--- config.mk ---
export PLATFORM = sky130hd
export DESIGN_NAME = ipv4_dotted_decimal_parser_top
export DESIGN_NICKNAME = d
export VERILOG_FILES = /design/src/sv/ipv4p_pkg.sv /design/src/sv/ipv4_dotted_decimal_parser_top.sv /design/src/sv/ipv4p_parse.sv
export SDC_FILE = /design/constraint.sdc
export NUM_CORES = 1
export LEC_CHECK = 0
export ABC_AREA = 1
export BUFFER_PORTS_ARGS = -buffer_cell sky130_fd_sc_hd__clkbuf_2
export CORE_MARGIN = 10
export CORE_UTILIZATION = 54
export CTS_CLUSTER_DIAMETER = 60
export DETAILED_ROUTE_END_ITERATION = 6
export PLACE_DENSITY = 0.82
export SLEW_MARGIN = 20
export SYNTH_ARGS = -nofsm -noshare
export SYNTH_HDL_FRONTEND = slang
export SYNTH_SLANG_ARGS = --single-unit
--- constraint.sdc ---
create_clock -name i_clk -period 3.7 [get_ports i_clk]
set_input_delay 0.555 -clock i_clk [delete_from_list [all_inputs] [get_ports i_clk]]
set_output_delay 0.555 -clock i_clk [all_outputs]
set_load 0.01 [all_outputs]
--- src/sv/ipv4p_pkg.sv ---
// Types and character constants shared by the IPv4 dotted-decimal parser.
package ipv4p_pkg;

    localparam int unsigned OCTET_W     = 8;
    localparam int unsigned OCTET_COUNT = 4;
    localparam int unsigned IDX_W       = 2;
    localparam int unsigned BEGUN_W     = 3;
    localparam int unsigned ADDR_W      = 32;
    localparam int unsigned PROD_W      = 12;

    localparam logic [7:0] CH_NUL   = 8'h00;
    localparam logic [7:0] CH_SLASH = 8'h2F;
    localparam logic [7:0] CH_DASH  = 8'h2D;
    localparam logic [7:0] CH_DOT   = 8'h2E;
    localparam logic [7:0] CH_ZERO  = 8'h30;
    localparam logic [7:0] CH_NINE  = 8'h39;

    localparam logic [PROD_W-1:0]  OCTET_MAX   = 12'd255;
    localparam logic [BEGUN_W-1:0] BEGUN_FULL  = 3'd4;

    typedef struct packed {
        logic [7:0] ch;
        logic       first;
    } t_in;

    typedef struct packed {
        logic              ok;
        logic [ADDR_W-1:0] address;
    } t_out;

    typedef struct packed {
        logic valid;
        t_out data;
    } t_res;

endpackage

--- src/sv/ipv4_dotted_decimal_parser_top.sv ---
// Top level of the IPv4 dotted-decimal parser: request and result registers.
// The parser takes the text of an IPv4 address one character per request,
// with first set on the opening character of each string, and gives one
// result on the character that decides the string: ok with the 32-bit
// address (first octet in bits 31..24) on a NUL, '/' or '-' after four
// octets, or a failure (ok low, address zero) on an octet above 255, a
// fifth octet, a misplaced dot or any other character. Characters after a
// result are dropped without a result until the next first marker. Rate:
// one character per clock cycle, sustained, whenever the result side is
// ready; the request register holds a character and the result register
// its result. The figure is set by the single parse-state update per
// cycle (octet times ten plus digit, one 12-bit add and compare).
module ipv4_dotted_decimal_parser_top
    import ipv4p_pkg::*;
(
    input  logic i_clk,
    input  logic i_rst_n,
    input  logic i_in_valid,
    output logic o_in_ready,
    input  t_in  i_in_data,
    output logic o_out_valid,
    input  logic i_out_ready,
    output t_out o_out_data
);

    logic r_in_valid;
    t_in  r_in;
    logic r_out_valid;
    t_out r_out;

    logic can_adv;
    logic adv;
    t_res res;

    // The parse stage may move whenever the result register is free or
    // is being emptied this cycle
    assign can_adv    = !r_out_valid || i_out_ready;
    assign adv        = r_in_valid && can_adv;
    assign o_in_ready = !r_in_valid || can_adv;

    // Hold the accepted character until the parse stage takes it
    always_ff @(posedge i_clk) begin
        if (!i_rst_n) begin
            r_in_valid <= 1'b0;
        end else if (o_in_ready) begin
            r_in_valid <= i_in_valid;
        end
    end

    always_ff @(posedge i_clk) begin
        if (o_in_ready && i_in_valid) begin
            r_in <= i_in_data;
        end
    end

    ipv4p_parse u_parse (
        .i_clk   (i_clk),
        .i_rst_n (i_rst_n),
        .i_adv   (adv),
        .i_char  (r_in),
        .o_res   (res)
    );

    // Capture a result only for a character that decides its string
    always_ff @(posedge i_clk) begin
        if (!i_rst_n) begin
            r_out_valid <= 1'b0;
        end else if (can_adv) begin
            r_out_valid <= adv && res.valid;
        end
    end

    always_ff @(posedge i_clk) begin
        if (can_adv) begin
            r_out <= res.data;
        end
    end

    assign o_out_valid = r_out_valid;
    assign o_out_data  = r_out;

endmodule

--- src/sv/ipv4p_parse.sv ---
// Parse state and per-character update of the IPv4 dotted-decimal parser.
module ipv4p_parse
    import ipv4p_pkg::*;
(
    input  logic i_clk,
    input  logic i_rst_n,
    input  logic i_adv,
    input  t_in  i_char,
    output t_res o_res
);

    logic                 r_active;
    logic                 r_saw_digit;
    logic [BEGUN_W-1:0]   r_begun;
    logic [IDX_W-1:0]     r_index;
    logic [OCTET_W-1:0]   r_oct [OCTET_COUNT];

    logic                 n_active;
    logic                 n_saw_digit;
    logic [BEGUN_W-1:0]   n_begun;
    logic [IDX_W-1:0]     n_index;
    logic [OCTET_W-1:0]   n_oct [OCTET_COUNT];

    logic [OCTET_W-1:0]   e_oct [OCTET_COUNT];
    logic [OCTET_W-1:0]   cur;
    logic [PROD_W-1:0]    value;
    logic [IDX_W-1:0]     nxt_idx;
    logic                 is_term;
    logic                 is_digit;
    logic                 full;
    logic                 res_valid;
    logic                 res_ok;

    always_comb begin
        // A first marker clears the parse before the character is looked at
        if (i_char.first) begin
            n_active    = 1'b1;
            n_saw_digit = 1'b0;
            n_begun     = '0;
            n_index     = '0;
            for (int k = 0; k < OCTET_COUNT; k++) begin
                e_oct[k] = '0;
            end
        end else begin
            n_active    = r_active;
            n_saw_digit = r_saw_digit;
            n_begun     = r_begun;
            n_index     = r_index;
            for (int k = 0; k < OCTET_COUNT; k++) begin
                e_oct[k] = r_oct[k];
            end
        end
        n_oct = e_oct;

        cur      = e_oct[n_index];
        value    = {1'b0, cur, 3'b000} + {3'b000, cur, 1'b0}
                 + {8'd0, i_char.ch[3:0] - CH_ZERO[3:0]};
        nxt_idx  = n_index + 1'b1;
        full     = (n_begun >= BEGUN_FULL);
        is_term  = (i_char.ch == CH_NUL) || (i_char.ch == CH_SLASH)
                || (i_char.ch == CH_DASH);
        is_digit = (i_char.ch >= CH_ZERO) && (i_char.ch <= CH_NINE);

        res_valid = 1'b0;
        res_ok    = 1'b0;

        if (n_active) begin
            if (is_term) begin
                res_valid = 1'b1;
                res_ok    = full;
            end else if (is_digit) begin
                if (value > OCTET_MAX) begin
                    res_valid = 1'b1;
                end else begin
                    n_oct[n_index] = value[OCTET_W-1:0];
                    if (!n_saw_digit) begin
                        if (full) begin
                            res_valid = 1'b1;
                        end else begin
                            n_begun     = n_begun + 1'b1;
                            n_saw_digit = 1'b1;
                        end
                    end
                end
            end else if ((i_char.ch == CH_DOT) && n_saw_digit) begin
                if (full) begin
                    res_valid = 1'b1;
                end else begin
                    n_index        = nxt_idx;
                    n_oct[nxt_idx] = '0;
                    n_saw_digit    = 1'b0;
                end
            end else begin
                res_valid = 1'b1;
            end
            if (res_valid) begin
                n_active = 1'b0;
            end
        end
    end

    assign o_res.valid        = res_valid;
    assign o_res.data.ok      = res_ok;
    assign o_res.data.address = res_ok ? {e_oct[0], e_oct[1], e_oct[2], e_oct[3]}
                                       : '0;

    always_ff @(posedge i_clk) begin
        if (!i_rst_n) begin
            r_active    <= 1'b0;
            r_saw_digit <= 1'b0;
            r_begun     <= '0;
            r_index     <= '0;
        end else if (i_adv) begin
            r_active    <= n_active;
            r_saw_digit <= n_saw_digit;
            r_begun     <= n_begun;
            r_index     <= n_index;
        end
    end

    always_ff @(posedge i_clk) begin
        if (i_adv) begin
            r_oct <= n_oct;
        end
    end

endmodule

Word-level counts from Yosys, hierarchy flattened
Cells that the tools add are included.
{"block": "word_totals", "reg_bits": 83, "out_inout_bits": 35}
{"block": "op_classes", "reduce_logical": 14, "n_eq_ne": 3, "n_addsub": 4, "n_bitwise": 4, "order_cmp": 8, "n_mux": 50}
{"operator": "32-bit two-way mux", "count": 7}
{"operator": "32-bit AND", "count": 1}
{"operator": "32-bit bitwise mux", "count": 1}
{"operator": "8-bit demux with 2-bit select", "count": 2}
{"operator": "8-bit two-way mux", "count": 4}
{"operator": "32-bit inverter", "count": 1}
{"operator": "8-bit by 6-bit equality test with 1-bit output (second input constant)", "count": 3}
{"operator": "1-bit two-way mux", "count": 22}
{"operator": "3-bit two-way mux", "count": 7}
{"operator": "8-bit binary-select mux with 2-bit select", "count": 1}
{"operator": "11-bit by 9-bit adder with 12-bit output", "count": 1}
{"operator": "12-bit by 4-bit adder with 12-bit output", "count": 1}
{"operator": "12-bit by 8-bit greater-than comparator with 1-bit output (second input constant)", "count": 1}
{"operator": "2-bit two-way mux", "count": 6}
{"operator": "3-bit >= comparator (second input constant)", "count": 3}
{"operator": "8-bit by 6-bit >= comparator with 1-bit output (second input constant)", "count": 1}
{"operator": "8-bit by 6-bit <= comparator with 1-bit output (second input constant)", "count": 1}
{"operator": "8-bit logical NOT", "count": 1}
{"operator": "1-bit logical AND", "count": 7}
{"operator": "3-bit by 1-bit < comparator with 1-bit output (second input constant)", "count": 2}
{"operator": "2-bit inverter with 3-bit output", "count": 2}
{"operator": "1-bit logical OR", "count": 4}
{"operator": "3-bit by 1-bit adder with 3-bit output (second input constant)", "count": 1}
{"operator": "2-bit by 1-bit adder with 2-bit output (second input constant)", "count": 1}
{"operator": "1-bit logical NOT", "count": 2}

Longest topological paths before layout
Gate-level depths: netlist (run 1).
{"block": "logic_depth", "word_depth": 14, "ltp_mapped": 25}

Cells and area by module
A second synthesis (run 1) with hierarchy kept.
{"block": "hier_totals", "cells_unflattened": 566, "area_unflattened_um2": 4809.6}
{"module": "ipv4p_parse", "cells_each": 511, "n_inst": 1, "area_each_um2": 3450.8}
{"module": "ipv4_dotted_decimal_parser_top", "cells_each": 55, "n_inst": 1, "area_each_um2": 1358.8}

Worst setup path before layout (run 1)
OpenSTA, ideal clock, no wires.
{"block": "synth_timing", "kind": "register -> register", "start": "register r_in[0] (netlist bit)", "end": "register u_parse.r_oct[7] (netlist bit) (data pin)", "arrival_time_ns": 3.302, "setup_slack_ns": 0.148, "setup_time_ns": 0.249, "stages_incl_launch_ff": 21, "path_cell_list": "edfxtp_1 -> buf_2 -> nor2_1 -> clkinv_1 -> o22ai_1 -> a22oi_1 -> fa_1 -> fa_1 -> nor2_1 -> nor2_2 -> nor2_1 -> nand3_1 -> nand2_2 -> nand2_8 -> nor2_8 -> buf_6 -> nand2_1 -> nand2_1 -> nand2_1 -> nand2_1 -> inv_1"}
{"item": "start: declaration", "line": "ipv4_dotted_decimal_parser_top.sv:27", "text": "t_in r_in;"}
{"item": "start signal: assignment", "line": "ipv4_dotted_decimal_parser_top.sv:52", "text": "r_in <= i_in_data;"}
{"item": "end signal: assignment", "line": "ipv4p_parse.sv:123", "text": "r_oct <= n_oct;"}
{"item": "end: declaration", "line": "ipv4p_parse.sv:16", "text": "logic [OCTET_W-1:0] r_oct [OCTET_COUNT];"}

==> flow_summary.yaml, run 1 <==
status:
  status: "finished clean"
clocking:
  clock_path_buffers: 2
  cts_hold_buffers: 0
  cts-root-buf: "clkbuf_8"
  cts.htree.levels: 3
  cts_tree: "built"
  clkSlewWorstSetupHoldPaths_ns: 0.08
  cts_sinks: 83
  clock_insertion_delay_worst_skew_ns: 0.36
  numCtsBuffers: 9
routing:
  wire_per_inst_um: 16.71
  via_per_inst: 5.516
  wl_um: 12720
  drc: 0
  route.met3.wl_um: 1053
  wl_met2_um: 6149
  top_layer: "met4"
  wirelength_met1_um: 5032
  dr_total_vias: 4198
  final_antenna_net_count: 0
  dr.pass1.iters: 5
  first_iter_violations: 353
placement:
  dp_worst_setup_slack_ns: -0.0005405
  finalWeightedCongestion: 0.9105
  placed_area_um2: 5326
  dpl.hpwl_um: 9008
  numPortBuffers: 47
layout:
  mostFrequentLayoutCell: "nand2_1"
  nNetsFinal: 683
  fillers: 716
  mostFrequentLayoutCells: "nand2_1, nor2_1, inv_1, edfxtp_1, clkbuf_2"
  drive_above_1_share_pct: 20.98
  final_area_um2: 5733
  area_delta_synth_final_pct: 17.25
  antenna_cells: 0
pwr:
  power_mw: 2.075
  leakage_nw: 2.693
  p_per_area_nw_per_um2: 361.9
  ir_drop_mv: 0.2453
global_route:
  grt_pass1_wl_um: 20070
  grt_pass1_vias: 4133
  grt.total_usage_pct: 19.02
  antenna_found_initial: 0
  grt-ovfl-total: 0
  grt_max_degree: 36
sta:
  post-route-period-util_pct: 95.41
  period_needed_ns: 3.530
  slew_headroom_pct: 67.28
  setup_viol: 0
  layout_setup_ws_ns: 0.1697
  fin_skew_ns: 0.01041
  max_freq_mhz: 283.3
  fin_setup_tns_ns: 0
  finalMaxSlewViolations: 0
  hold_viol_final: 0
  worst_pin_slew_ns: 0.4903
logic_synthesis:
  synth_seq_cells: 83
  synth_cells: 576
  synth_edf_count: 74
  seq_area_frac_synth_pct: 49.13
  synth_nets: 611
  ys_warn_count: 0
  synth-main-ff-cell: "edfxtp_1"
  syn_area_um2: 4890
  async_reset_ff_share_pct: 0
  syn_avg_cell_area_um2: 8.489
  synth_cell_types: 39
floorplan:
  die_w_um: 115.2
  io_pins: 48
  die_h_um: 115.2
  dieArea_um2: 13260
  rows: 34
  start_util_pct: 55.80
  core_um2: 8763
hold_path:
  hold_class: "primary input to flip-flop"
critical_path:
  critical_path_arrival_ns: 3.76
  critPathMaxFanout: 8
  cp-end-kind: "flip-flop"
  cp-start-kind: "flip-flop"
  cp.required_ns: 3.93
  path_class: "flip-flop to flip-flop"
job:
  drv_cap: 0
-- repair_timing --
item | in CTS | in global routing
endpoints found under the hold margin | 0 | 0
endpoints found under the setup margin | 7 | 37
resized for setup | 3 | 27
gates cloned | 0 | 1
setup buffers | 0 | 11
pin swaps | 0 | 11
-- cell type report --
cell class	count	area (µm²)	area share (%)
clock buffers	9	123.9	2.161
clock inverters	7	91.34	1.593
inverters	86	342.8	5.980
multi-input cells	392	2161	37.69
flip-flops and latches	83	2402	41.90
well taps	108	135.1	2.357
repair buffers	76	476.7	8.315
-- power breakdown --
part / switching, mW / total [mW] / internal (mW) / leakage, nW
combinational: 0.194 / 0.289 / 0.0951 / 1.72
sequential: 0.0134 / 1.07 / 1.05 / 0.869
clock: 0.341 / 0.718 / 0.378 / 0.101
total: 0.548 / 2.07 / 1.53 / 2.69
-- stage by stage --
| step | hold slack, ns | instances | util [%] |
|---|---|---|---|
| after floorplan | 0.4571 | 576 | - |
| after global routing | 0.3632 | 761 | 65.42 |
| after global placement | 0.4878 | 733 | 60.78 |
| after CTS | 0.3534 | 749 | 63.32 |
| final | 0.3636 | 761 | 65.42 |
| after detailed placement | 0.4892 | 733 | 60.78 |
-- state kept, by name, indices dropped and copies added (netlist names) --
signal,count
u_parse.r_oct,32
o_out_valid,1
u_parse.r_index,2
u_parse.r_begun,3
r_in,9
r_in_valid,1
u_parse.r_saw_digit,1
o_out_data,33
u_parse.r_active,1
-- synthesized netlist by cell type (4+ instances only) --
cell type,count,share of area [%]
inv_1,75,5.8
o211ai_1,7,1.1
o21ai_1,37,3.8
nor2_1,102,7.8
o21ai_0,29,3.0
nor2_8,5,2.0
a21oi_1,18,1.8
clkbuf_1,10,0.77
edfxtp_1,74,45
nand2_1,108,8.3
nand3_1,34,3.5
a21oi_2,4,0.72
dfxtp_1,9,3.7
ha_1,20,5.1
inv_2,7,0.54
-- final timing paths --
| path | endpoint | slack (ns) | from | depth (start not counted) |
|---|---|---|---|---|
| max | u_parse.r_oct[0] | 0.17 | r_in[0] | 22 |
| min | r_in[2] | 0.36 | i_in_data[2] | 1 |
| max reg2reg | u_parse.r_oct[0] | 0.17 | r_in[0] | 22 |
| min reg2reg | u_parse.r_begun[2] | 0.50 | u_parse.r_begun[2] | 2 |
-- routing by layer --
metal / GRT usage, % / up-vias
li1: - / 2033
met1: 21.79 / 1924
met2: 32.21 / 201
met3: 4.167 / 40
met4: 10.64 / 0
met5: 0 / -
-- worst max-delay path, cell delays in order (launching register included) --
cell,delay (ns)
edfxtp_1,0.44
buf_6,0.17
inv_4,0.06
nand2_4,0.06
inv_8,0.09
o21ai_0,0.10
a21oi_2,0.17
nor2_2,0.09
ha_1,0.29
ha_1,0.17
inv_1,0.07
fa_2,0.42
nor2_4,0.15
nor2_4,0.06
nor2_2,0.09
nand3_1,0.08
nand2_2,0.14
nand2_8,0.13
nor2_8,0.21
inv_4,0.07
o21ai_0,0.12
nand3_1,0.12
nand2_1,0.07
-- cell families (layout without fill, tap and decap cells) --
group | after synthesis | count (layout) | share of synthesized area (%)
xor gates and xnor gates | 4 | 4 | 0.7166
AOI/OAI and AO/OA | 101 | 101 | 11.44
DFF | 83 | 83 | 49.13
muxes | 1 | 1 | 0.2047
adders and majority gates | 22 | 22 | 5.937
and+or+nand+nor | 263 | 264 | 24.41
buffers and inverters | 102 | 178 | 8.163
Note: power is estimated with default switching activity, not from simulation.
==> run 2, diff against run 1 <==
--- a/config.mk
+++ b/config.mk
@@ -5,13 +5,12 @@
 export SDC_FILE = /design/constraint.sdc
 export NUM_CORES = 1
 export LEC_CHECK = 0
-export ABC_AREA = 1
 export BUFFER_PORTS_ARGS = -buffer_cell sky130_fd_sc_hd__clkbuf_2
 export CORE_MARGIN = 10
-export CORE_UTILIZATION = 54
+export CORE_UTILIZATION = 53
 export CTS_CLUSTER_DIAMETER = 60
 export DETAILED_ROUTE_END_ITERATION = 6
-export PLACE_DENSITY = 0.82
+export PLACE_DENSITY = 0.81
 export SLEW_MARGIN = 20
 export SYNTH_ARGS = -nofsm -noshare
 export SYNTH_HDL_FRONTEND = slang
==> run 2 against run 1 <==
Net effect:
- highest routed layer unchanged
- critical path type unchanged
- sequential power about the same
- largest power group unchanged
- the run now ends with setup timing left
- sequential share of layout area shrank 1.4 points
- area after synthesis fell by 8.6%
- core utilization rose by 7.1 points
- first-iteration DRC count shrank 33%
- critical path depth fell by 8
- critical endpoint is now u_parse.r_oct[14]
- synthesized cell count fell by 39%
- combinational power increased by 10%
- global-route usage shrank 2.0 points
- flip-flop and latch count is the same
==> flow_summary.yaml, run 2 <==
status:
  status: "complete, but fails checks"
  violations: "setup timing"
sta:
  period_needed_ns: 3.838
  layout_setup_ws_ns: -0.1382
  max_freq_mhz: 260.5
  worst_pin_slew_ns: 1.175
  rsz0062_at_grt: "true"
  post-route-period-util_pct: 103.7
  hold_viol_final: 0
  slew_headroom_pct: 21.37
  finalMaxSlewViolations: 0
  setup_viol: 38
  fin_skew_ns: 0.01423
clocking:
  clkSlewWorstSetupHoldPaths_ns: 0.09
  cts_hold_buffers: 0
  cts_sinks: 83
  cts-root-buf: "clkbuf_8"
  clock_insertion_delay_worst_skew_ns: 0.37
  numCtsBuffers: 9
  cts_tree: "built"
  cts.htree.levels: 3
  clock_path_buffers: 2
job:
  drv_cap: 0
critical_path:
  r2r_slack_ns: -0.14
  crit_start: "u_parse.r_index[1]"
  cp_num_cells: 14
  cp_top_family: "compound AO/OA/AOI/OAI gates"
  reg2reg_depth: 14
  cp-end-kind: "flip-flop"
  critPathCapture: "u_parse.r_oct[14]"
  path_class: "flip-flop to flip-flop"
  cp.buffers_inverters: 3
  cp.required_ns: 3.83
  crit_chain: "buf_6 -> mux2i_4 -> a211oi_2 -> inv_1 -> fa_1 -> inv_2 -> ha_4 -> a211oi_4 -> o21ai_2 -> o2111ai_2 -> mux2_4 -> nor4b_4 -> o22ai_4 -> a22o_1"
  critPathMaxStageDelay_ns: 0.57
  slowest_stage: "fa_1"
  r2r-end: "u_parse.r_oct[14]"
  rr_startpoint: "u_parse.r_index[1]"
  cp-start-kind: "flip-flop"
  critPathMaxFanout: 8
  critical_path_arrival_ns: 3.96
layout:
  drive_above_1_share_pct: 42.41
  antenna_cells: 0
  nNetsFinal: 511
  instances_no_fill: 586
  fillers: 531
  mostFrequentLayoutCell: "edfxtp_1"
  mostFrequentLayoutCells: "edfxtp_1, buf_4, clkbuf_2, and2_1, nor2b_1"
  area_delta_synth_final_pct: 33.25
  largest_reg_flops: 33
logic_synthesis:
  synth_cell_types: 54
  synth_commonest_cells: "edfxtp_1, and2_1, nor2b_1, ha_1, a22o_1"
  synth-compound-area-share_pct: 14.41
  yosys.area_share.simple_pct: 17.58
  syn_avg_cell_area_um2: 12.66
  seq_area_frac_synth_pct: 53.74
  yosysMostFrequentCell: "edfxtp_1"
  synthTopCellsByArea: "edfxtp_1, ha_1, and2_1"
  yosys.area.top_type: "edfxtp_1"
  synth_cells: 353
  synth_top_family_by_area: "simple AND/OR/NAND/NOR gates"
  synth_xor_area_share_pct: 0.5877
  yosys.area.top_type_share_pct: 49.71
  syn_area_um2: 4471
  synth-main-ff-cell: "edfxtp_1"
  synth_edf_count: 74
  async_reset_ff_share_pct: 0
  synth_nets: 388
  ys_warn_count: 0
  synth_seq_cells: 83
  synth_fa_ha_area_share_pct: 6.493
  synth_mux_area_share_pct: 4.506
global_route:
  grt-ovfl-total: 0
  grt_pass1_wl_um: 17440
  grt_pass1_vias: 3525
  antenna_found_initial: 0
  grt.total_usage_pct: 16.98
  grt_max_degree: 39
floorplan:
  die_w_um: 111.8
  io_pins: 48
  rows: 33
  dieArea_um2: 12510
  core_um2: 8217
  start_util_pct: 54.41
  die_h_um: 111.8
routing:
  final_antenna_net_count: 0
  drc: 0
  dr_total_vias: 3500
  wire_per_inst_um: 19.37
  first_iter_violations: 237
  via_per_inst: 5.973
  dr.pass1.iters: 5
  wl_um: 11350
pwr:
  switching_share_pct: 26.65
  p_per_area_nw_per_um2: 349.7
  power_frac_comb_pct: 15.2
  clkPwrFrac_pct: 33.2
  intPower_mw: 1.528
  ir_drop_mv: 0.2214
  leakage_nw: 2.406
  p_sw_mw: 0.5551
  seq_power_share_pct: 51.6
placement:
  dp_worst_setup_slack_ns: -0.3791
  numPortBuffers: 47
  dp_cells: 560
  finalWeightedCongestion: 0.8906
  dpl.hpwl_um: 8033
hold_path:
  hold_class: "primary input to flip-flop"
## run 2: per-stage QoR
stage / setup TNS (ns) / area (µm²) / power (mW) / util, % / hold slack, ns
floorplan: -1.540 / 4534 / 1.236 / - / 0.4439
global placement: -7.378 / 5315 / 1.337 / 64.69 / 0.4549
detailed placement: -10.28 / 5315 / 1.346 / 64.69 / 0.4609
CTS: -1.771 / 5732 / 2.044 / 69.76 / 0.3566
global route: -7.718 / 5957 / 2.146 / 72.50 / 0.3506
finish: -2.676 / 5957 / 2.083 / 72.50 / 0.3588
## run 2: power by group through the flow
stage / clock network, mW / registers [mW] / logic (mW)
2_1_floorplan: 0 / 1.09 / 0.142
3_3_place_gp: 0 / 1.09 / 0.244
3_5_place_dp: 0 / 1.09 / 0.251
4_1_cts: 0.692 / 1.07 / 0.279
5_1_grt: 0.729 / 1.08 / 0.340
6_report: 0.691 / 1.07 / 0.318
## run 2: layer usage
layer  global-route usage, %  routed length, µm  share of wire, %
met2                   27.20               5599                49
met3                   4.938                913               8.0
met5                       0                  0                 0
met1                   21.00               4527                40
met4                   6.941                308               2.7
## run 2: logic make-up after synthesis
group / after synthesis
xor+xnor: 3
buf+inv: 27
mux: 11
simple gates: 126
compound gates: 81
flops: 83
fa+ha+maj: 22
## run 2: repair_timing
item                                   CTS  global route
setup endpoints to repair               38            38
setup buffers                            4             6
gates resized for setup                 36            31
endpoints found under the hold margin    0             0
pin swaps                               36            34
## run 2: how the worst min path moves through the flow
stage	start	endpoint	slack, ns	depth (start not counted)
CTS	i_in_data[8]	r_in[8]	0.36	1
global placement	u_parse.r_begun[1]	u_parse.r_begun[1]	0.45	2
floorplan	u_parse.r_begun[1]	u_parse.r_begun[1]	0.44	2
finish	i_in_data[8]	r_in[8]	0.36	1
detailed placement	u_parse.r_begun[1]	u_parse.r_begun[1]	0.46	2
global route	i_in_data[7]	r_in[7]	0.35	1
## run 2: layout make-up
class	count	area (µm²)	share of cell area [%]
flip-flops and latches	83	2410	40.45
multi-input cells	243	2300	38.61
repair buffers	125	855.8	14.37
well taps	105	131.4	2.205
clock buffers	9	123.9	2.079
clock inverters	7	83.83	1.407
inverters	14	52.55	0.8822
==> run 3, diff against run 2 <==
--- a/config.mk
+++ b/config.mk
@@ -7,10 +7,10 @@
 export LEC_CHECK = 0
 export BUFFER_PORTS_ARGS = -buffer_cell sky130_fd_sc_hd__clkbuf_2
 export CORE_MARGIN = 10
-export CORE_UTILIZATION = 53
+export CORE_UTILIZATION = 30
 export CTS_CLUSTER_DIAMETER = 60
 export DETAILED_ROUTE_END_ITERATION = 6
-export PLACE_DENSITY = 0.81
+export PLACE_DENSITY = 0.53
 export SLEW_MARGIN = 20
 export SYNTH_ARGS = -nofsm -noshare
 export SYNTH_HDL_FRONTEND = slang
==> run 3 against run 2 <==
Net effect:
- the run still ends with setup timing left
- hold slack better by 0.020 ns
- sequential share of layout area fell by 0.83 points
- worst setup slack lost 0.0054 ns
- final cell count rose by 13%
- via count is 4.3% lower
- clock-buffer cell count grew 1
- wire length rose by 1.2%
- global-route usage fell by 5.6 points
- clock power rose by 41%
- critical endpoint is now u_parse.r_oct[3]
- largest cell class unchanged
- largest power group unchanged
- highest routed layer unchanged
==> flow_summary.yaml, run 3 (synthesis results as in run 2) <==
critical_path:
  rr_startpoint: "u_parse.r_index[1]"
  crit_start: "u_parse.r_index[1]"
  cp-start-kind: "flip-flop"
  r2r-end: "u_parse.r_oct[3]"
  critPathMaxFanout: 8
  critPathCapture: "u_parse.r_oct[3]"
  path_class: "flip-flop to flip-flop"
  reg2reg_depth: 13
  critical_path_arrival_ns: 3.94
  cp-end-kind: "flip-flop"
  cp.required_ns: 3.79
  r2r_slack_ns: -0.14
layout:
  area_delta_synth_final_pct: 35.91
  regArea_um2: 2407
  final_area_um2: 6076
  nNetsFinal: 511
  multi_input_area_um2: 2210
  drive_above_1_share_pct: 41.16
  largest_reg_flops: 33
  antenna_cells: 0
  instances_no_fill: 665
  mostFrequentLayoutCell: "edfxtp_1"
  fillers: 1365
  final_util_pct: 41.65
  mostFrequentLayoutCells: "edfxtp_1, buf_4, clkbuf_2, and2_1, nor2b_1"
placement:
  dp_cells: 636
  placed_area_um2: 5391
  finalWeightedCongestion: 0.9008
  numPortBuffers: 47
  dpl.hpwl_um: 8338
  dp_worst_setup_slack_ns: -0.3582
global_route:
  grt.total_usage_pct: 11.36
  grt_pass1_vias: 3413
  grt-ovfl-total: 0
  antenna_found_initial: 0
  grt_max_degree: 36
  grt_pass1_wl_um: 18330
routing:
  drc: 0
  wl_um: 11480
  dr_total_vias: 3349
  first_iter_violations: 246
  final_antenna_net_count: 0
  via_per_inst: 5.036
  dr.pass1.iters: 4
  wire_per_inst_um: 17.26
sta:
  worst_hold_slack_ns: 0.3788
  rsz0062_at_grt: "true"
  finalMaxSlewViolations: 0
  post-route-period-util_pct: 103.9
  hold_viol_final: 0
  worst_pin_slew_ns: 1.140
  fin_setup_tns_ns: -3.208
  fin_skew_ns: 0.009662
  layout_setup_ws_ns: -0.1436
  period_needed_ns: 3.844
  setup_viol: 35
  slew_headroom_pct: 23.73
  max_freq_mhz: 260.2
clocking:
  clkSlewWorstSetupHoldPaths_ns: 0.07
  cts.htree.levels: 3
  clock_path_buffers: 2
  cts_sinks: 83
  numCtsBuffers: 9
  cts_tree: "built"
  cts-root-buf: "clkbuf_16"
  clock_insertion_delay_worst_skew_ns: 0.35
pwr:
  ir_drop_mv: 0.2193
  p_per_area_nw_per_um2: 386.8
  power_mw: 2.350
  leakage_nw: 2.438
floorplan:
  start_util_pct: 30.64
  dieArea_um2: 20180
  io_pins: 48
  rows: 44
  die_h_um: 142.1
  core_um2: 14590
  die_w_um: 142.1
status:
  violations: "setup timing"
  status: "complete, but fails checks"
hold_path:
  hold_class: "primary input to flip-flop"
job:
  drv_cap: 0
-- run 3: cell count changes in the layout (fill, tap and decap cells not counted), moves of 3 or more --
cell,before,now
and3_1,9,6
and3_4,1,4
clkbuf_16,0,9
clkbuf_8,9,0
-- run 3: cell type report --
| type | count | share of cell area [%] |
|---|---|---|
| well taps | 184 | 3.789 |
| repair buffers | 125 | 14.15 |
| inverters | 14 | 0.8649 |
| flip-flops and latches | 83 | 39.62 |
| clock inverters | 6 | 1.442 |
| multi-input cells | 243 | 36.37 |
| clock buffers | 10 | 3.769 |
-- run 3: worst min path at each step --
| stage | from | to | slack [ns] | cells past startpoint |
|---|---|---|---|---|
| floorplan | u_parse.r_begun[1] | u_parse.r_begun[1] | 0.44 | 2 |
| global placement | u_parse.r_begun[1] | u_parse.r_begun[1] | 0.46 | 2 |
| detailed placement | u_parse.r_begun[1] | u_parse.r_begun[1] | 0.46 | 2 |
| CTS | i_in_data[3] | r_in[3] | 0.37 | 1 |
| global route | i_in_data[5] | r_in[5] | 0.38 | 1 |
| finish | i_in_data[3] | r_in[3] | 0.38 | 1 |
-- run 3: critical path: stages (launching register included) --
cell	delay, ns
dfxtp_4	0.42
mux4_2	0.53
nor2b_4	0.15
ha_1	0.28
ha_2	0.17
inv_1	0.05
fa_2	0.39
nor2b_4	0.14
o2111ai_2	0.12
a211o_1	0.28
and3_4	0.22
nor4b_4	0.37
o22ai_4	0.21
a22o_1	0.25
-- run 3: repair_timing --
action | 4_1_cts | 5_1_grt
pin swaps | 39 | 20
endpoints found under the setup margin | 38 | 38
setup buffers | 6 | 6
resized for setup | 32 | 26
hold buffers | 0 | 0
cloned | 0 | 1
-- run 3: layer usage --
layer	track usage (%)	part of all wire (%)
met2	17.49	47
met5	0	0
met3	3.571	6.3
met1	14.72	45
met4	3.873	2.0
-- run 3: power breakdown --
part,total [mW],switching (mW),internal (mW),leakage [nW]
logic,0.304,0.157,0.148,1.41
registers,1.07,0.0193,1.05,0.870
clock network,0.972,0.380,0.593,0.157
